--- config.mk ---
export PLATFORM = sky130hd
export DESIGN_NAME = csg_ram
export DESIGN_NICKNAME = d
export VERILOG_FILES = /design/src/rtl/csg_ram.sv
export SDC_FILE = /design/constraint.sdc
export NUM_CORES = 1
export LEC_CHECK = 0
export BUFFER_PORTS_ARGS = -buffer_cell sky130_fd_sc_hd__buf_2
export CORE_ASPECT_RATIO = 0.75
export CORE_MARGIN = 2
export CORE_UTILIZATION = 50
export CTS_CLUSTER_DIAMETER = 40
export CTS_CLUSTER_SIZE = 24
export DETAILED_ROUTE_END_ITERATION = 8
export PLACE_DENSITY = 0.67
export SYNTH_ARGS = -nofsm -noshare
export SYNTH_HDL_FRONTEND = slang
export SYNTH_SLANG_ARGS = --single-unit
export TNS_END_PERCENT = 50
--- constraint.sdc ---
create_clock -name clock -period 5.65 [get_ports clock]
set_clock_uncertainty 0.15 [all_clocks]
set_input_delay 1.4125 -clock clock [delete_from_list [all_inputs] [get_ports clock]]
set_output_delay 1.4125 -clock clock [all_outputs]
set_load 0.05 [all_outputs]
--- src/rtl/csg_ram.sv ---
// Generic simple dual port RAM: one write port, one read port, registered read.
// No dependencies.
module csg_ram #(
   parameter int WIDTH = 8,
   parameter int DEPTH = 16
) (
   input  logic                     clock,
   input  logic                     we,
   input  logic [$clog2(DEPTH)-1:0] waddr,
   input  logic [WIDTH-1:0]         wdata,
   input  logic [$clog2(DEPTH)-1:0] raddr,
   output logic [WIDTH-1:0]         rdata
);

   logic [WIDTH-1:0] mem [DEPTH];

   // Write and registered read.
   always_ff @(posedge clock) begin
      if (we) begin
         mem[waddr] <= wdata;
      end
      rdata <= mem[raddr];
   end

endmodule

# Yosys cells after proc, flatten, opt, wreduce, memory -nomap -nowiden
# Memory sizes are Yosys's and may differ from the RTL's. A register that Yosys moved wholly into a read port is not among the register bits.
# Cells that the tools add are included.
# Widths: inputs -> output; s select.
# classes
n_addsub	0
mul	0
n_div	0
magnitude_cmp	0
eq_ne	0
n_shift	0
mux	2
bitwise_logic	0
n_reduce_logical	0
# op_table
op	n
$mux 1	2
# totals
regBits	0
latch_bits	0
ramBits	128
rom_bits	0
inputBits	18
output_inout_bits	8
memories	1
# memory_table
name	depth	width	read_ports	rd_ports_with_merged_regs	write_ports	line	text
mem	16	8	1	1	1	15	logic [WIDTH-1:0] mem [DEPTH];

# Longest topological paths before layout
# Gate-level depths: netlist of run 1.
# depth
depth_word	2
depth_mapped	5

# Least setup slack after synthesis of run 1
# No wires, ideal clock.
# synth_path
kind	in2reg
from	input port waddr[2]
to	memory mem[0][0] (enable)
setup_ps	383
t_arrival_ps	2522
slack_ps	2595
path_stages	2
cell_sequence	or3b_2 nor3_1
# synth_rtl
item	line	text
start, declared	9	input logic [$clog2(DEPTH)-1:0] waddr,
end, declared	15	
# No word-level cell before the write port.

==> run_results.csv, run 1 <==
group,metric,value,unit
setup_path,r2r_end,"rdata[1]",
power,p_sw_share,19.7,%
synth,netlist_instances,229,
power,power_density,384,nW/µm²
worst_hold_path,hold_depth,3,
clocking,cts_tree,"built",
power,ir_drop,0.000197,V
setup_path,crit_chain,"buf_2 -> mux4_1 -> a22oi_1 -> nand2_1",
grt,grt_max_degree,33,
placement,portBuffers,25,
sta,timing.fmax,315,MHz
floorplanning,rows,32,
clocking,cts_buffers,17,
layout,layout_commonest_cell,"edfxtp_1",
setup_path,crit_slowest_cell,"buf_2",
detailed_routing,drt-pass1-iter-count,4,
setup_path,path_delay_family,"buffers and inverters",
worst_hold_path,min_to,"rdata[4]",
sta,worstMarginPinSlew,1.24,ns
placement,place_hpwl,6.20,mm
sta,worst_slack,2.48,ns
synth,synth_nets,247,
sta,slew_viol_final,0,
setup_path,setup.worst_path.end_class,"register",
sta,setup_viol,0,
setup_path,reg2reg_from,"mem[9][1]",
clocking,cts_setup_buffers,0,
setup_path,cp.arrival,3.30,ns
worst_hold_path,hp-class,"register to register",
clocking,worstSkewPairLatency,0.41,ns
floorplanning,fp.dieArea,11100,µm²
floorplanning,initial_utilization,50.6,%
grt,grt_overflow,0,
power,combPwrFrac,5.3,%
clocking,root_buffer,"clkbuf_16",
clocking,clkTransAtPathRegs,0.05,ns
detailed_routing,wl_per_cell,24.0,µm
grt,grt_usage,19.8,%
synth,avgSynthCellArea,22.5,µm²
floorplanning,ioPinCount,26,
synth,synth.distinct_cells,19,
layout,syn_to_final_growth,15.3,%
clocking,cts_resized,0,
sta,tns,0,ns
sta,relSlewSlack,16.6,%
detailed_routing,drtAntennaViolNets,0,
setup_path,crit_path_max_incr_delay,0.79,ns
synth,synth_seq_area_share,77.8,%
sta,hold_violations,0,
placement,gp_congestion,0.704,
grt,grt_pass1_vias,2409,
detailed_routing,vias,2418,
power,p_seq_share,49.9,%
setup_path,crit_type,"input port to register",
clocking,cts_hold_buf,0,
layout,fin_nets,283,
flow_run,maxCapViolations,0,
clocking,clkSinkCount,136,
setup_path,required,5.78,ns
clocking,cts_buffer_depth,2,
power,clkPwrFrac,44.8,%
setup_path,cp_max_fo,32,
detailed_routing,drcViolationCount,0,
layout,antennaDiodeCount,0,
power,leakage,1.98,nW
power,intPower,1.83,mW
setup_path,worst-path-buf-inv,1,
sta,finalCritPeriodShare,56.1,%
synth,syn_area,5150,µm²
floorplanning,dieHeight,91.9,µm
detailed_routing,avgViaCountPerCell,5.84,
grt,antenna_found_initial,1,
setup_path,cp-start-kind,"input port",
layout,fillers,753,
layout,drive_above_1_share,25.9,%
layout,layout_common_cells,"128 x edfxtp_1, 25 x buf_2, 18 x mux4_2, 17 x clkbuf_16, 16 x a22oi_1",
placement,placed_cell_area,5380,µm²
floorplanning,die_w,121,µm
setup_path,worstRegToRegCells,3,
sta,min_period,3.17,ns
synth,yosys_register_bits,136,
clocking,h-tree-depth,4,
run_status,outcome,"complete, no violations",
synth,synth_warnings,0,
sta,rsz0062_at_grt,"false",
layout,stdcell_area,5940,µm²
detailed_routing,wl,9.94,mm
placement,pre_cts_slack,2.07,ns
detailed_routing,drt_iter0_drc,294,
worst_hold_path,holdCritStartpoint,"mem[11][4]",
floorplanning,core_area,10200,µm²
power,p_sw,0.450,mW
grt,grt_pass1_wl,14.9,mm
setup_path,rrSetupSlack,4.12,ns
## power by group through the flow
stage	Sequential (mW)	Combinational, mW	Clock (mW)
4_1_cts	1.14	0.122	1.04
5_1_grt	1.14	0.130	1.08
3_5_place_dp	1.16	0.122	0
3_3_place_gp	1.16	0.120	0
6_report	1.14	0.121	1.02
2_1_floorplan	1.18	0.0573	0
## worst min-delay path, delay by kind of cell, from the launching register on
| family | cells | cell delay (ns) |
|---|---|---|
| and+or+nand+nor | 1 | 0.06 |
| muxes | 1 | 0.21 |
| DFF | 1 | 0.31 |
| AOI/OAI and AO/OA | 1 | 0.08 |
## synthesized netlist by cell type, drive strengths merged
library cell	number	area share (%)
nor2	13	0.95
and2b	1	0.15
dfxtp	8	3.1
buf	7	1.1
or3b	1	0.17
nand3	1	0.097
nor3	4	0.39
mux4	32	15
nand2	9	0.66
and2	1	0.12
nor2b	1	0.12
edfxtp	128	75
a22oi	16	2.3
nand3b	2	0.29
clkdlybuf4s25	3	0.58
nand2b	2	0.24
## kinds of logic (layout without fill, tap and decap cells)
logic type	after synthesis	after routing	share of synthesized area, %
flops	136	136	77.8
simple gates	35	35	3.18
mux	32	32	15.0
compound gates	16	16	2.33
buf+inv	10	59	1.68
## through the flow
stage / hold slack (ns) / power [mW] / utilization, % / instances
after CTS: 0.535 / 2.30 / 58.4 / 414
after detailed placement: 0.520 / 1.28 / 52.9 / 382
after floorplan: 0.479 / 1.23 / - / 229
after global placement: 0.512 / 1.28 / 52.9 / 382
final: 0.536 / 2.28 / 58.4 / 414
after global routing: 0.560 / 2.35 / 58.4 / 414
## worst max-delay path by stage
stage,from,to,cells after the start
after CTS,raddr[0],rdata[1],4
final,raddr[0],rdata[1],4
after global placement,waddr[2],mem[0][3],3
after global routing,raddr[0],rdata[1],4
after floorplan,waddr[2],mem[0][0],2
after detailed placement,waddr[2],mem[0][3],3
## layer usage
layer | vias up | wire [µm] | GRT usage, %
met4 | 2 | 108 | 5.17
met3 | 12 | 637 | 7.15
met1 | 1270 | 4780 | 29.9
met2 | 82 | 4410 | 27.6
li1 | 1052 | - | -
met5 | - | 7 | 0
## cell type report
class	instances	area [µm²]	area share (%)
Sequential cell	136	4000	67.4
Multi-Input combinational cell	83	1060	17.9
Clock buffer	28	517	8.70
Tap cell	136	170	2.87
Timing Repair Buffer	27	140	2.36
Clock inverter	4	43.8	0.738
## state kept, by name (all words and copies together) (netlist names)
name,cells
mem,128
rdata,8
Power figures use the tool's default switching activity.
==> run 2, diff against run 1 <==
PLACE_DENSITY = 0.7   (was 0.67)
clock period = 2.8 ns   (was 5.65 ns; I/O delays follow)
==> run_results.csv, run 2 (synthesis gave the netlist of run 1 again) <==
group,metric,value,unit
grt,grt_max_degree,33,
sta,hold_ws,0.526,ns
layout,ff_latch_area,4000,µm²
floorplanning,die_w,121,µm
layout,syn_to_final_growth,19.4,%
placement,gp_congestion,0.718,
floorplanning,fp.dieArea,11100,µm²
clocking,cts_hold_buf,0,
clocking,cts_setup_buffers,0,
sta,worstMarginPinSlew,0.719,ns
layout,antennaDiodeCount,0,
sta,min_period,1.92,ns
detailed_routing,vias,2397,
clocking,clkSinkCount,136,
clocking,cts_buffers,17,
clocking,h-tree-depth,4,
power,clkPwrFrac,47.3,%
setup_path,cp-start-kind,"input port",
setup_path,cp.arrival,2.04,ns
power,power_density,786,nW/µm²
sta,tns,0,ns
floorplanning,core_area,10200,µm²
layout,multi_input_area,1060,µm²
detailed_routing,avgViaCountPerCell,5.56,
power,leakage,2.10,nW
grt,grt_overflow,0,
power,p_sw_share,19.8,%
detailed_routing,drt_iter0_drc,216,
clocking,clkTransAtPathRegs,0.06,ns
power,ir_drop,0.000528,V
flow_run,maxCapViolations,0,
clocking,cts_buffer_depth,2,
grt,antenna_found_initial,0,
power,intPower,3.87,mW
layout,drive_above_1_share,31.9,%
power,p_seq_share,47.4,%
layout,regMostFlops,"mem",
setup_path,crit_chain,"buf_2 -> buf_12 -> mux4_2 -> a22oi_1 -> nand2_1",
layout,fillers,739,
detailed_routing,wl_per_cell,22.3,µm
setup_path,crit_slowest_cell,"mux4_2",
clocking,root_buffer,"clkbuf_16",
layout,layout_common_cells,"128 x edfxtp_1, 25 x buf_2, 18 x mux4_2, 17 x clkbuf_16, 17 x buf_4",
detailed_routing,drt-pass1-iter-count,4,
detailed_routing,wl,9.60,mm
detailed_routing,drtAntennaViolNets,0,
grt,grt_usage,19.4,%
floorplanning,dieHeight,91.9,µm
setup_path,worst-path-buf-inv,2,
sta,timing.fmax,522,MHz
placement,portBuffers,25,
floorplanning,rows,32,
floorplanning,initial_utilization,50.6,%
layout,fin_nets,300,
sta,hold_violations,0,
setup_path,required,2.92,ns
placement,post-place-cells,399,
sta,finalCritPeriodShare,68.4,%
layout,reg_top3,"mem (128), rdata (8)",
run_status,outcome,"complete, no violations",
sta,rsz0062_at_grt,"false",
detailed_routing,drcViolationCount,0,
setup_path,cp_max_fo,32,
power,combPwrFrac,5.3,%
layout,largest_reg_flops,128,
grt,grt_pass1_vias,2468,
clocking,cts_resized,0,
layout,layout_commonest_cell,"edfxtp_1",
setup_path,rrSetupSlack,1.26,ns
grt,grt_pass1_wl,14.9,mm
sta,slew_viol_final,0,
sta,relSlewSlack,51.9,%
clocking,cts_tree,"built",
setup_path,path_delay_family,"multiplexers",
sta,setup_viol,0,
worst_hold_path,hp-class,"input port to register",
setup_path,setup.worst_path.end_class,"register",
floorplanning,ioPinCount,26,
setup_path,crit_path_max_incr_delay,0.55,ns
setup_path,crit_type,"input port to register",
layout,fin_cells,431,
placement,place_hpwl,6.08,mm
clocking,worstSkewPairLatency,0.41,ns
power,p_sw,0.959,mW
==> run 2: final cells by class <==
class / instances / share of cell area, %
Sequential cell: 136 / 65.2
Multi-Input combinational cell: 83 / 17.2
Clock buffer: 19 / 7.21
Timing Repair Buffer: 44 / 4.76
Clock inverter: 13 / 2.89
Tap cell: 136 / 2.77
==> run 2: worst register-to-register path, cell delays in order (launching register included) <==
cell	delay [ns]
edfxtp_1	0.36
mux4_2	0.47
a22oi_1	0.29
nand2_1	0.13
==> run 2: metal layers <==
metal / share of wire [%] / vias up / track usage, %
met1: 47 / 1231 / 28.5
met3: 6.3 / 11 / 6.59
li1: - / 1083 / -
met5: 0 / - / 0
met4: 1.2 / 0 / 5.46
met2: 46 / 72 / 27.9
==> run 2: worst paths after layout <==
path / to / depth (start not counted) / start
worst max-delay path: rdata[6] / 5 / raddr[0]
worst min-delay path: mem[10][7] / 1 / wdata[7]
worst max register to register: rdata[6] / 3 / mem[8][6]
worst min register to register: rdata[3] / 3 / mem[7][3]
==> run 2: power by group through the flow <==
stage               logic [mW]  clock network [mW]  registers (mW)
floorplan                0.116                   0            2.38
global placement         0.252                   0            2.33
detailed placement       0.258                   0            2.33
CTS                      0.257                2.33            2.29
global route             0.274                2.42            2.29
finish                   0.254                2.29            2.29
==> run 2: stage by stage <==
| step | power [mW] | utilization, % | worst slack, ns | cell area [µm²] |
|---|---|---|---|---|
| finish | 4.83 | 60.4 | 0.884 | 6140 |
| global route | 4.99 | 60.4 | 0.868 | 6140 |
| CTS | 4.88 | 60.4 | 0.861 | 6140 |
| detailed placement | 2.59 | 54.3 | 0.493 | 5520 |
| global placement | 2.58 | 54.3 | 0.494 | 5520 |
| floorplan | 2.49 | - | 0.457 | 5150 |
==> run 3, diff against run 2 <==
clock period = 1.5 ns   (was 2.8 ns; I/O delays follow)
==> run_results.csv, run 3 (synthesis gave the netlist of run 1 again) <==
group,metric,value,unit
sta,finalCritPeriodShare,98.3,%
clocking,cts_setup_buffers,0,
setup_path,worstRegToRegCells,3,
floorplanning,fp.dieArea,11100,µm²
detailed_routing,wl_per_cell,22.3,µm
placement,pre_cts_slack,-0.461,ns
setup_path,cp-start-kind,"register",
clocking,cts_tree,"built",
layout,syn_to_final_growth,25.1,%
sta,setup_viol,0,
grt,grt_pass1_wl,15.2,mm
clocking,cts_hold_buf,0,
power,ir_drop,0.00104,V
power,leakage,2.20,nW
layout,largest_reg_flops,128,
setup_path,crit_cells,1,
placement,place_hpwl,6.57,mm
setup_path,required,0.97,ns
layout,multi_input_area,1110,µm²
placement,gp_congestion,0.711,
sta,worst_slack,0.0257,ns
sta,rsz0062_at_grt,"true",
floorplanning,ioPinCount,26,
setup_path,setup.worst_path.end_class,"output pin",
setup_path,cp_max_fo,1,
grt,grt_max_degree,18,
grt,grt_overflow,0,
placement,portBuffers,25,
clocking,worstSkewPairLatency,0.41,ns
clocking,h-tree-depth,4,
detailed_routing,drt_iter0_drc,234,
worst_hold_path,hp-class,"input port to register",
detailed_routing,drt-pass1-iter-count,5,
sta,timing.fmax,678,MHz
layout,regMostFlops,"mem",
detailed_routing,vias,2494,
layout,ff_latch_area,4010,µm²
setup_path,crit_slowest_cell,"dfxtp_1",
sta,hold_violations,0,
sta,worstMarginPinSlew,0.794,ns
clocking,clkSinkCount,136,
layout,fillers,698,
layout,layout_commonest_cell,"edfxtp_1",
floorplanning,initial_utilization,50.6,%
clocking,cts_buffer_depth,2,
flow_run,maxCapViolations,0,
sta,relSlewSlack,47.0,%
layout,reg_top3,"mem (128), rdata (8)",
clocking,root_buffer,"clkbuf_16",
layout,antennaDiodeCount,0,
setup_path,reg2reg_from,"mem[8][2]",
detailed_routing,wl,9.90,mm
detailed_routing,drcViolationCount,0,
clocking,cts_buffers,17,
setup_path,path_delay_family,"flip-flops",
clocking,clkTransAtPathRegs,0.05,ns
sta,tns,0,ns
setup_path,cp.arrival,0.95,ns
grt,antenna_found_initial,0,
run_status,outcome,"complete, no violations",
detailed_routing,drtAntennaViolNets,0,
layout,drive_above_1_share,39.3,%
setup_path,r2r_end,"rdata[2]",
floorplanning,core_area,10200,µm²
floorplanning,rows,32,
setup_path,worst-path-buf-inv,1,
grt,grt_usage,20.0,%
grt,grt_pass1_vias,2588,
setup_path,crit_end,"rdata[3]",
layout,layout_common_cells,"128 x edfxtp_1, 26 x buf_4, 22 x mux4_2, 17 x clkbuf_16, 16 x buf_2",
floorplanning,die_w,121,µm
setup_path,critPathLaunch,"rdata[3]",
sta,min_period,1.47,ns
setup_path,rrSetupSlack,0.05,ns
layout,fin_nets,313,
setup_path,crit_path_max_incr_delay,0.34,ns
setup_path,crit_type,"register to output pin",
floorplanning,dieHeight,91.9,µm
power,power_density,1410,nW/µm²
setup_path,crit_chain,"buf_4",
detailed_routing,avgViaCountPerCell,5.62,
sta,slew_viol_final,0,
run 3: cell type report:
type,count,area share (%)
repair buffers,57,8.40
clock inverters,13,2.78
clock buffers,19,6.72
multi-input cells,83,17.2
flip-flops and latches,136,62.2
well taps,136,2.64
run 3: per-layer routing:
layer	vias to the layer above	share of wire, %	global-route usage [%]	routed length, µm
li1	1112	-	-	-
met3	2	8.1	5.60	805
met4	0	0.26	7.18	26
met5	-	0	0	0
met1	1286	43	28.7	4260
met2	94	49	29.9	4810
run 3: how the worst min path moves through the flow:
stage,from,endpoint,depth (start not counted)
floorplan,wdata[0],mem[0][0],0
global placement,mem[0][3],rdata[3],3
detailed placement,mem[15][3],rdata[3],3
CTS,wdata[3],mem[7][3],1
global route,wdata[3],mem[0][3],1
finish,wdata[5],mem[14][5],1
run 3: timing repair:
item | CTS | global route
resized for setup | 12 | 13
pin swaps | 0 | 0
setup endpoints to repair | 9 | 9
run 3: report_power, final:
part | switching, mW | internal, mW | total [mW]
clock network | 1.48 | 2.77 | 4.24
logic | 0.323 | 0.240 | 0.563
registers | 0.0324 | 4.25 | 4.28
total | 1.83 | 7.26 | 9.09
run 3: metrics by stage:
| step | cells | hold WS (ns) | power, mW | cell area [µm²] | util [%] |
|---|---|---|---|---|---|
| 4_1_cts | 444 | 0.195 | 9.15 | 6420 | 63.2 |
| 6_report | 444 | 0.201 | 9.09 | 6440 | 63.3 |
| 3_5_place_dp | 412 | 0.523 | 4.89 | 5780 | 56.8 |
| 3_3_place_gp | 412 | 0.511 | 4.88 | 5780 | 56.8 |
| 5_1_grt | 444 | 0.200 | 9.39 | 6440 | 63.3 |
| 2_1_floorplan | 229 | 0.324 | 4.66 | 5190 | - |
