<file path="config.mk">
export PLATFORM = sky130hd
export DESIGN_NAME = csg_div
export DESIGN_NICKNAME = d
export VERILOG_FILES = /design/src/rtl/csg_pkg.sv /design/src/rtl/csg_div.sv
export SDC_FILE = /design/constraint.sdc
export NUM_CORES = 1
export LEC_CHECK = 0
export ABC_AREA = 0
export BUFFER_PORTS_ARGS = -buffer_cell sky130_fd_sc_hd__buf_4
export CORE_MARGIN = 2
export CORE_UTILIZATION = 59
export CTS_CLUSTER_DIAMETER = 50
export DETAILED_ROUTE_END_ITERATION = 10
export PLACE_DENSITY = 0.93
export SLEW_MARGIN = 20
export SYNTH_ARGS = -nofsm -noshare
export SYNTH_HDL_FRONTEND = slang
export SYNTH_SLANG_ARGS = --single-unit
</file>
<file path="constraint.sdc">
create_clock -name clock -period 4.85 [get_ports clock]
set_input_delay 0.485 -clock clock [delete_from_list [all_inputs] [get_ports clock]]
set_output_delay 0.485 -clock clock [all_outputs]
set_load 0.005 [all_outputs]
</file>
<file path="src/rtl/csg_pkg.sv">
// Shared types, constants and codes of the CRT scanline glow filter.
// Used by csg_div and crt_scanline_glow_filter_core; depends on nothing.
package csg_pkg;

   localparam int MAX_WIDTH  = 2048;
   localparam int MAX_HEIGHT = 2048;
   localparam int RING_ROWS  = 8;
   localparam int COL_W      = 11;
   localparam int ROW_W      = 12;
   localparam int SIZE_W     = 12;
   localparam int RING_W     = 3;
   localparam int ADDR_W     = RING_W + COL_W;
   localparam int MEM_DEPTH  = RING_ROWS * MAX_WIDTH;
   localparam int PIX_W      = 24;
   localparam int SUM_W      = 13;
   localparam int CNT_W      = 5;
   localparam int POS_W      = 24;
   localparam int GAIN_W     = 9;
   localparam int TAPS       = 26;

   typedef logic [2:0][SUM_W-1:0] sum3_type;
   typedef logic [2:0][7:0]       chan3_type;

   // Configuration register indexes.
   typedef enum logic [2:0] {
      CSR_FRAME_WIDTH   = 3'd0,
      CSR_FRAME_HEIGHT  = 3'd1,
      CSR_SCANLINE_KEEP = 3'd2,
      CSR_FLICKER_GAIN  = 3'd3,
      CSR_STRIPES_ON    = 3'd4,
      CSR_STRIPES_SHIFT = 3'd5,
      CSR_GLOW_GAIN     = 3'd6
   } csr_index_type;

   // Sequencer states of the core.
   typedef enum logic [3:0] {
      ST_IDLE,
      ST_POS,
      ST_TOT,
      ST_WR,
      ST_RD,
      ST_DRAIN,
      ST_LOAD,
      ST_DIV,
      ST_SCAN,
      ST_STRIPE,
      ST_FLICK,
      ST_GLOW
   } state_type;

endpackage

</file>
<file path="src/rtl/csg_div.sv">
// Three-lane restoring divider: neighbourhood sums divided by the pixel count.
// Depends on csg_pkg. One quotient bit per cycle, all lanes share the divisor.
module csg_div (
   input  logic                            clock,
   input  logic                            reset,
   input  logic                            start,
   input  csg_pkg::sum3_type               dividend,
   input  logic [csg_pkg::CNT_W-1:0]       divisor,
   output logic                            done,
   output csg_pkg::chan3_type              quotient
);

   logic                             busy_ff, busy_in;
   logic                             done_ff, done_in;
   logic [3:0]                       step_ff, step_in;
   logic [csg_pkg::CNT_W-1:0]        div_ff, div_in;
   logic [2:0][csg_pkg::CNT_W-1:0]   rem_ff, rem_in;
   csg_pkg::sum3_type                q_ff, q_in;

   // One restoring step per lane per cycle.
   always_comb begin
      logic [csg_pkg::CNT_W:0] trial;
      busy_in = busy_ff;
      done_in = 1'b0;
      step_in = step_ff;
      div_in  = div_ff;
      rem_in  = rem_ff;
      q_in    = q_ff;
      trial   = '0;
      if (start) begin
         busy_in = 1'b1;
         step_in = '0;
         div_in  = divisor;
         rem_in  = '0;
         q_in    = dividend;
      end else if (busy_ff) begin
         for (int i = 0; i < 3; i++) begin
            trial = {rem_ff[i], q_ff[i][csg_pkg::SUM_W-1]};
            if (trial >= {1'b0, div_ff}) begin
               rem_in[i] = csg_pkg::CNT_W'(trial - {1'b0, div_ff});
               q_in[i]   = {q_ff[i][csg_pkg::SUM_W-2:0], 1'b1};
            end else begin
               rem_in[i] = trial[csg_pkg::CNT_W-1:0];
               q_in[i]   = {q_ff[i][csg_pkg::SUM_W-2:0], 1'b0};
            end
         end
         step_in = step_ff + 4'd1;
         if (step_ff == 4'(csg_pkg::SUM_W - 1)) begin
            busy_in = 1'b0;
            done_in = 1'b1;
         end
      end
   end

   always_ff @(posedge clock) begin
      if (reset) begin
         busy_ff <= 1'b0;
         done_ff <= 1'b0;
      end else begin
         busy_ff <= busy_in;
         done_ff <= done_in;
      end
      step_ff <= step_in;
      div_ff  <= div_in;
      rem_ff  <= rem_in;
      q_ff    <= q_in;
   end

   // An empty neighbourhood gives a zero average.
   always_comb begin
      for (int i = 0; i < 3; i++) begin
         quotient[i] = (div_ff == '0) ? 8'd0 : q_ff[i][7:0];
      end
   end

   assign done = done_ff;

endmodule

</file>
==> Word-level counts from Yosys, hierarchy flattened <==
Index checks and enable logic that the tools add are counted.
{ "word_totals": {"in_bits": 47, "reg_bits": 65} }
{ "op_classes": {"eq_ne": 1, "n_mux": 15, "n_reduce_logical": 3, "magnitude_cmp": 3, "n_bitwise": 1, "add_sub_neg": 4} }
{ "op_table": {"columns": ["cell", "count"], "rows": [
  ["39-bit two-way mux", 2],
  ["8-bit two-way mux", 3],
  ["6-bit by 5-bit >= comparator with 1-bit output", 3],
  ["5-bit two-way mux", 3],
  ["5-bit subtractor", 3],
  ["1-bit two-way mux", 7],
  ["5-bit logical NOT", 1],
  ["4-bit by 1-bit adder with 4-bit output (second input constant)", 1],
  ["4-bit == test (second input constant)", 1],
  ["3-bit OR reduction", 1],
  ["2-bit nonzero test", 1],
  ["1-bit inverter", 1]
]} }

==> Depth between registers and ports, before layout <==
Gate-level depths: netlist (run 1).
{ "logic_depth": {"depth_word": 4, "mapped_depth": 8, "depth_no_buf": 8} }

==> Worst setup path after synthesis (run 1) <==
No wires, ideal clock.
{ "synth_timing": {"path_kind": "register to register", "startpoint": "register q_ff[38] in the netlist's numbering", "endpoint": "register q_ff[26] in the netlist's numbering (data pin)", "t_arrival_ns": 1.936, "n_path_buf": 0, "period_less_slack_ns": 2.195, "setup_slack_ns": 2.655, "stages_incl_launch_ff": 9, "path_cell_list": "edfxtp_1 -> inv_1 -> ha_1 -> inv_1 -> fa_1 -> a211oi_1 -> nor3b_2 -> or2_4 -> mux2_2"} }
{ "synth_rtl": {"columns": ["element", "line_no", "rtl"], "rows": [
  ["from (decl)", "csg_div.sv:18", "csg_pkg::sum3_type q_ff, q_in;"],
  ["from (signal assigned)", "csg_div.sv:66", "q_ff <= q_in;"]
]} }

==> metrics.csv, run 1 <==
metric,value,unit
drtIter0Drc,146,
final_util,73.0,%
power,1.41,mW
antennaDiodeCount,0,
boundaryPins,72,
yosysMostFrequentCell,edfxtp_1,
ctsHtreeMaxLevel,3,
critPathLaunchType,flip-flop,
avgSynthCellArea,11.8,sq um
syn_inst,296,
initial_core_util,60.2,%
fin_area,4250,sq um
ys_async_sr_fraction,0,%
synth_area,3500,sq um
leakagePower,1.78,nW
grt_pass1_wl,12100,um
ys_types,49,
drive_above_1_share,34.5,%
worstPathCellList,or4_1 > nor2_1 > buf_4 > nor2b_1 > buf_4,
cts_setup_buffers,0,
wire_per_inst,17.4,um
crit_fanout,14,
hold_ws,0.304,ns
detail-route-antenna-nets,0,
grt_pass1_vias,2602,
place_area,4080,sq um
tritoncts,built,
fin_cells,446,
die_w,81,um
rsz0062_at_grt,false,
cts_root_buf,clkbuf_8,
final_max_slew_viol_count,0,
syn_nets,363,
clockBufferDepth,2,
skew,0.00826,ns
antenna_found_initial,0,
numCtsBuffers,9,
ys_seq_elements,65,
worstMarginPinSlew,0.962,ns
hold_violations,0,
maxSlewHeadroom,35.9,%
cts_resized,0,
vias_per_cell,5.83,
yosysWarnings,0,
worstSetupEndpointType,output pin,
overflow,0,
period_share,58.0,%
crit_family,simple AND/OR/NAND/NOR gates,
cp_slowest_cell,nor2_1,
gp_congestion,0.812,
yosysTopAreaCell,edfxtp_1,
cts_hold_buf,0,
r2r_slack,2.35,ns
ys_seq_area_share,49.8,%
yosys-top-cells-area,"edfxtp_1 38%, mux2_2 13%, dfxtp_1 12%",
cellPowerDensity,333,nW/um^2
fin_crit,2.81,ns
portBuffers,71,
die_h,81,um
final_nets,433,
place.detailed.instances,430,
path_class,reg2out,
path_buf_inv,2,
grt_max_degree,61,
coreArea,5820,sq um
cp.arrival,2.33,ns
ys_top_cells_by_count,"44 x edfxtp_1, 39 x mux2_2, 26 x nor2b_1",
rows,28,
drv_cap,0,
cp.required,4.37,ns
first_pass_iters,4,
synth_enable_flop_cells,44,
yosys.area.top_type_share,37.8,%
holdCritPathClass,in2reg,
hpwl,5130,um
fin_tns_setup,0,ns
vias,2599,
syn2layout_area_growth,21.4,%
place_ws,2.42,ns
wirelength,7770,um
gr-usage-all-layers,24.5,%
clkSinkCount,65,
setup_ws,2.04,ns
die-area,6560,sq um
drc_errors,0,
status,completed,
synthFlopType,edfxtp_1,
cpPeakStageDelay,0.53,ns
critPathMostFrequentCell,buf_4,
clock.fmax,0.356,GHz
vdd.ir_drop.worst,0.000238,V
clock_latency,0.34,ns
setup-violations-final,0,
clk_pin_slew,0.07,ns
-- kinds of logic after synthesis --
kind of cell,Yosys count,share of synthesized area (%)
buffers and inverters,32,3.65
flip-flops,65,49.8
multiplexers,42,13.4
AND/OR/NAND/NOR,88,14.6
XOR/XNOR,9,2.25
adder cells (fa/ha/maj),20,7.80
AO/OA/AOI/OAI,40,8.51
-- registers in the layout, summed over array words and instances, names as in the netlist --
| signal | flops |
|---|---|
| busy_ff | 1 |
| done | 1 |
| step_ff | 4 |
| q_ff | 39 |
| div_ff | 5 |
| rem_ff | 15 |
-- cells in the final DEF, fill, tap and decap left out, drive strengths merged, types with 2 or more instances in the layout --
cell     n
buf     73
edfxtp  44
mux2    40
nor2b   26
dfxtp   21
nand2   18
inv     18
ha      17
clkbuf  12
nor2    11
a21oi    7
xor2     7
nand3b   7
o21ai    7
a311oi   6
nor4b    4
a311o    3
nand3    3
o41ai    3
a31o     3
fa       3
nor3b    3
clkinv   3
or2      3
and3     2
o211ai   2
or4      2
mux2i    2
xnor2    2
nor4     2
o311ai   2
nor3     2
o21bai   2
-- worst reg2reg max path, cell delays in order (launching register included) --
cell	delay (ns)
edfxtp_1	0.42
ha_1	0.18
inv_1	0.05
fa_1	0.41
a211oi_1	0.44
nor3b_2	0.18
or2_4	0.32
mux2_2	0.27
-- where the power goes --
| group | internal [mW] | switching (mW) | total (mW) |
|---|---|---|---|
| combinational | 0.163 | 0.160 | 0.323 |
| sequential | 0.659 | 0.0334 | 0.692 |
| clock | 0.195 | 0.203 | 0.398 |
-- cell type report --
class	count	area (sq um)
Multi-Input combinational cell	199	1630
Fill cell	410	1570
Tap cell	75	93.8
Sequential cell	65	1740
Clock inverter	4	20.0
Inverter	18	67.6
Clock buffer	12	145
Timing Repair Buffer	73	548
-- per-layer routing --
metal	GRT usage, %	part of all wire (%)	vias to the layer above
met5	0	0	-
met4	12.4	2.6	0
met3	5.22	5.9	21
met2	41.3	51	96
met1	29.8	41	1256
li1	-	-	1226
-- final timing paths --
path,start,to,depth (start not counted)
worst max-delay path,div_ff[2],quotient[8],5
worst min-delay path,reset,busy_ff,2
worst min register to register,rem_ff[4],rem_ff[4],2
worst max register to register,div_ff[0],q_ff[26],7
Power figures use the tool's default switching activity.
==> inputs of run 2 (changes only) <==
CORE_UTILIZATION = 55   (was 59)
PLACE_DENSITY = 0.88   (was 0.93)
clock period = 2.9 ns   (was 4.85 ns; I/O delays follow)
==> run 2 against run 1 <==
  * Total power increased by 66%
  * Count of clock-buffer cells in the layout rose by 1
  * Routed wire length down 1.8%
  * Flip-flop and latch count unchanged
  * Core utilization fell by 4.6 points
  * Sequential power is 66% higher
  * Via count is 0.62% lower
  * Cell count is 0.67% higher
  * Clock skew is 0.0018 ns lower
  * Clock power increased by 66%
  * Setup slack worse by 1.5 ns
  * Critical path type is now reg2reg
  * Critical endpoint is now q_ff[26]
==> metrics.csv, run 2 (synthesis gave the netlist of run 1 again) <==
metric,value,unit,change
min_from,reset,,
status,completed,,
period_share,82.5,%,
die-area,7010,sq um,+6.9%
worstMarginPinSlew,0.729,ns,-0.234 ns
top_regs,"q_ff (39), rem_ff (15), div_ff (5)",,
regMostFlops,q_ff,,
layout_commonest_cell,buf_4,,
rows,29,,+3.6%
cp.arrival,2.49,ns,+0.16 ns
overflow,0,,unchanged
fin_tns_setup,0,ns,unchanged
antenna_found_initial,0,,unchanged
crit-reg2reg-launch,div_ff[0],,
p_int,1.71,mW,+68%
clk_pin_slew,0.07,ns,about the same
place_ws,0.533,ns,-1.88 ns
r2r_slack,0.51,ns,-1.84 ns
hold_depth,2,,unchanged
tritoncts,built,,
vias,2583,,-0.62%
detail-route-antenna-nets,0,,unchanged
cts_resized,0,,unchanged
vias_per_cell,5.75,,-1.3%
cts_hold_buf,0,,unchanged
final_nets,434,,+0.23%
numCtsBuffers,9,,unchanged
gp_congestion,0.863,,+6.2%
path_class,reg2reg,,
cp.required,3.00,ns,-1.37 ns
setup_ws,0.508,ns,-1.53 ns
final_max_slew_viol_count,0,,unchanged
clock_power_share,28.1,%,about the same
holdPathEnd,busy_ff,,
rsz0062_at_grt,false,,
hpwl,5310,um,+3.4%
cts_root_buf,clkbuf_8,,
clock.fmax,0.418,GHz,
die_h,83.8,um,+3.4%
clockBufferDepth,2,,unchanged
crit_fanout,7,,-7
clkSinkCount,65,,unchanged
worstPathCellList,ha_1 > inv_1 > fa_1 > a211oi_1 > nor3b_2 > or2_4 > mux2_2,,
place.detailed.instances,433,,+0.70%
ctsHtreeMaxLevel,3,,unchanged
fin_cells,449,,+0.67%
drc_errors,0,,unchanged
fillers,440,,+7.3%
cp_slowest_cell,edfxtp_1,,
antennaDiodeCount,0,,unchanged
grt_max_degree,61,,unchanged
grt_pass1_wl,12300,um,+2.0%
p_comb_share,22.8,%,about the same
cellPowerDensity,551,nW/um^2,+66%
clock_latency,0.34,ns,about the same
drtIter0Drc,224,,+53%
hold_violations,0,,unchanged
largest_reg_flops,39,,unchanged
skew,0.00645,ns,-0.00182 ns
portBuffers,71,,unchanged
first_pass_iters,4,,unchanged
boundaryPins,72,,unchanged
leakagePower,1.78,nW,+0.53%
coreArea,6240,sq um,+7.3%
switchingPower,0.645,mW,+63%
cts_setup_buffers,0,,unchanged
maxSlewHeadroom,51.3,%,+15 points
vdd.ir_drop.worst,0.000394,V,+66%
reg2reg_depth,7,,unchanged
power_frac_seq,49.1,%,about the same
hold_ws,0.107,ns,-0.197 ns
wirelength,7620,um,-1.8%
path_buf_inv,1,,-1
critPathLaunchType,flip-flop,,
holdCritPathClass,in2reg,,
setup-violations-final,0,,unchanged
drive_above_1_share,34.7,%,+0.18 points
swShare,27.4,%,-0.57 points
r2r_end,q_ff[26],,
fin_crit,2.39,ns,
worstSetupEndpointType,flip-flop,,
wire_per_inst,17.0,um,-2.5%
crit_family,adder cells,,
initial_core_util,56.1,%,-4.1 points
syn2layout_area_growth,22.0,%,
die_w,83.8,um,+3.4%
grt_pass1_vias,2682,,+3.1%
cpPeakStageDelay,0.44,ns,-0.09 ns
drv_cap,0,,unchanged
final_cell_mix,"73 x buf_4, 44 x edfxtp_1, 39 x mux2_2, 26 x nor2b_1, 21 x dfxtp_1",,
gr-usage-all-layers,22.3,%,-2.3 points
-- run 2: cell count changes in the layout (fill, tap and decap cells not counted) --
cell | previous run | this run
buf_12 | 0 | 1
clkbuf_1 | 2 | 3
clkinv_1 | 2 | 1
-- run 2: metal layers --
layer | vias to the layer above | GRT usage (%) | wire (um)
met5 | - | 0 | 0
met2 | 110 | 36.7 | 3770
met1 | 1230 | 26.6 | 3150
li1 | 1226 | - | -
met3 | 17 | 7.72 | 555
met4 | 0 | 9.38 | 156
-- run 2: stage by stage --
stage / utilization (%) / instance area (sq um) / power (mW)
finish: 68.4 / 4270 / 2.35
CTS: 68.4 / 4270 / 2.36
floorplan: - / 3500 / 1.49
global placement: 65.7 / 4100 / 1.68
detailed placement: 65.7 / 4100 / 1.70
global route: 68.4 / 4270 / 2.46
-- run 2: worst reg2reg max path, cell delays in order, from the launching register on --
cell and delay [ns]:
edfxtp_1 0.44, ha_1 0.19, inv_1 0.05, fa_1 0.40, a211oi_1 0.35, nor3b_2 0.15, or2_4 0.30, mux2_2 0.27
-- run 2: worst max path at each step --
stage                     startpoint       end  cells past startpoint
after floorplan             q_ff[38]  q_ff[26]                      8
after global placement     div_ff[0]  q_ff[26]                      7
after detailed placement   div_ff[0]  q_ff[26]                      7
after CTS                  div_ff[0]  q_ff[26]                      7
after global routing        q_ff[38]  q_ff[26]                      8
final                      div_ff[0]  q_ff[26]                      7
-- run 2: layout make-up --
type | instances | area (sq um) | area share [%]
well taps | 77 | 96.3 | 2.26
multi-input cells | 199 | 1630 | 38.2
inverters | 18 | 67.6 | 1.58
clock inverters | 3 | 16.3 | 0.381
clock buffers | 13 | 149 | 3.49
repair buffers | 74 | 568 | 13.3
flip-flops and latches | 65 | 1740 | 40.8
-- run 2: power by group through the flow --
stage,logic [mW],registers [mW],clock network [mW]
after global placement,0.507,1.17,0
after floorplan,0.342,1.15,0
after CTS,0.535,1.15,0.671
after detailed placement,0.528,1.17,0
final,0.537,1.15,0.661
after global routing,0.590,1.16,0.702
==> inputs of run 3 (changes only) <==
clock period = 2.4 ns   (was 2.9 ns; I/O delays follow)
==> run 3 against run 2 <==
  * First-iteration DRC count fell by 14%
  * Critical path type unchanged
  * Cell count rose by 1.6%
  * Sequential power rose by 22%
  * Largest cell class unchanged
==> metrics.csv, run 3 (synthesis gave the netlist of run 1 again) <==
metric,value,unit,change
gp_congestion,0.926,,+7.3%
detail-route-antenna-nets,0,,unchanged
cp.arrival,2.45,ns,-0.04 ns
portBuffers,71,,unchanged
crit_fanout,7,,unchanged
cp.required,2.51,ns,-0.49 ns
ctsHtreeMaxLevel,3,,unchanged
rows,29,,unchanged
coreArea,6240,sq um,unchanged
numCtsBuffers,9,,unchanged
die_h,83.8,um,unchanged
overflow,0,,unchanged
maxSlewHeadroom,58.8,%,+7.5 points
final_cell_mix,"79 x buf_4, 44 x edfxtp_1, 39 x mux2_2, 26 x nor2b_1, 21 x dfxtp_1",,
tritoncts,built,,
vias_per_cell,5.87,,+2.0%
place_ws,0.0492,ns,-0.484 ns
syn2layout_area_growth,24.3,%,
drc_errors,0,,unchanged
vias,2677,,+3.6%
skew,0.00947,ns,+0.00302 ns
boundaryPins,72,,unchanged
clkSinkCount,65,,unchanged
path_class,reg2reg,,
final_max_slew_viol_count,0,,unchanged
grt_pass1_vias,2809,,+4.7%
path_buf_inv,1,,unchanged
grtUsageMet3,6.23,%,-1.5 points
gr-usage-all-layers,24.7,%,+2.4 points
power,2.93,mW,+25%
cellPowerDensity,674,nW/um^2,+22%
clock_latency,0.35,ns,about the same
drv_cap,0,,unchanged
min_from,reset,,
grt_max_degree,46,,-25%
final_util,69.7,%,+1.3 points
final_nets,441,,+1.6%
drtIter0Drc,193,,-14%
clockBufferDepth,2,,unchanged
layout_commonest_cell,buf_4,,
status,completed,,
clk_pin_slew,0.07,ns,about the same
top_regs,"q_ff (39), rem_ff (15), div_ff (5)",,
setup_ws,0.0545,ns,-0.453 ns
largest_reg_flops,39,,unchanged
met2_usage,42.2,%,+5.5 points
worstSetupEndpointType,flip-flop,,
drive_above_1_share,37.2,%,+2.5 points
hpwl,5410,um,+2.0%
grt_pass1_wl,13400,um,+9.2%
worstPathCellList,ha_1 > inv_1 > fa_1 > a211oi_2 > nor3b_2 > or2_4 > mux2_2,,
wirelength,8350,um,+9.5%
antenna_found_initial,0,,unchanged
first_pass_iters,4,,unchanged
cp_slowest_cell,edfxtp_1,,
initial_core_util,56.1,%,unchanged
regMostFlops,q_ff,,
cts_root_buf,clkbuf_8,,
setup-violations-final,0,,unchanged
use_met1,29.0,%,+2.4 points
holdPathEnd,busy_ff,,
vdd.ir_drop.worst,0.000605,V,+53%
cts_hold_buf,0,,unchanged
leakagePower,1.83,nW,+2.4%
fin_crit,2.35,ns,-0.0469 ns
wire_per_inst,18.3,um,+7.8%
die-area,7010,sq um,unchanged
r2r_slack,0.05,ns,-0.45 ns
antennaDiodeCount,0,,unchanged
period_share,97.7,%,+15 points
hold_violations,0,,unchanged
crit_family,adder cells,,
reg2reg_depth,7,,unchanged
critPathLaunchType,flip-flop,,
clock.fmax,0.426,GHz,+2.0%
crit-reg2reg-launch,div_ff[0],,
hold_depth,2,,unchanged
globalRoute.busiestLayer,met2,,
fin_area,4350,sq um,+1.9%
worstMarginPinSlew,0.616,ns,-0.112 ns
cpPeakStageDelay,0.43,ns,about the same
r2r_end,q_ff[26],,
holdCritPathClass,in2reg,,
place_area,4140,sq um,+0.92%
die_w,83.8,um,unchanged
-- run 3: how the worst max path moves through the flow --
stage	endpoint	cells past startpoint	start	slack [ns]
after CTS	q_ff[26]	7	div_ff[0]	0.04
after detailed placement	q_ff[26]	8	q_ff[38]	0.05
after floorplan	q_ff[26]	8	q_ff[38]	0.20
after global routing	q_ff[26]	7	div_ff[0]	-0.05
final	q_ff[26]	7	div_ff[0]	0.05
after global placement	q_ff[26]	7	div_ff[0]	0.14
-- run 3: what timing repair did --
action                     4_1_cts  5_1_grt
resized for setup                0        5
setup endpoints to repair        0        5
setup buffers                    0        2
-- run 3: metal layers --
layer | part of all wire, % | wire [um]
met1 | 39 | 3220
met2 | 52 | 4340
met3 | 7.8 | 649
met4 | 1.7 | 141
met5 | 0 | 0
-- run 3: final cells by class --
type                            instances  area, sq um
Clock buffer                           13          159
Clock inverter                          3         16.3
Fill cell                             420         1890
Inverter                               18         67.6
Multi-Input combinational cell        199         1640
Sequential cell                        65         1740
Tap cell                               77         96.3
Timing Repair Buffer                   81          624
-- run 3: power breakdown --
part / internal [mW] / switching (mW)
clock: 0.427 / 0.417
combinational: 0.350 / 0.337
sequential: 1.33 / 0.0685
total: 2.11 / 0.823
-- run 3: per-stage QoR --
step           hold WS (ns)  setup TNS [ns]  cells
6_report             0.0614               0    456
5_1_grt              0.0522         -0.0830    456
4_1_cts              0.0480               0    454
3_5_place_dp          0.417               0    438
3_3_place_gp          0.412               0    438
2_1_floorplan         0.312               0    296
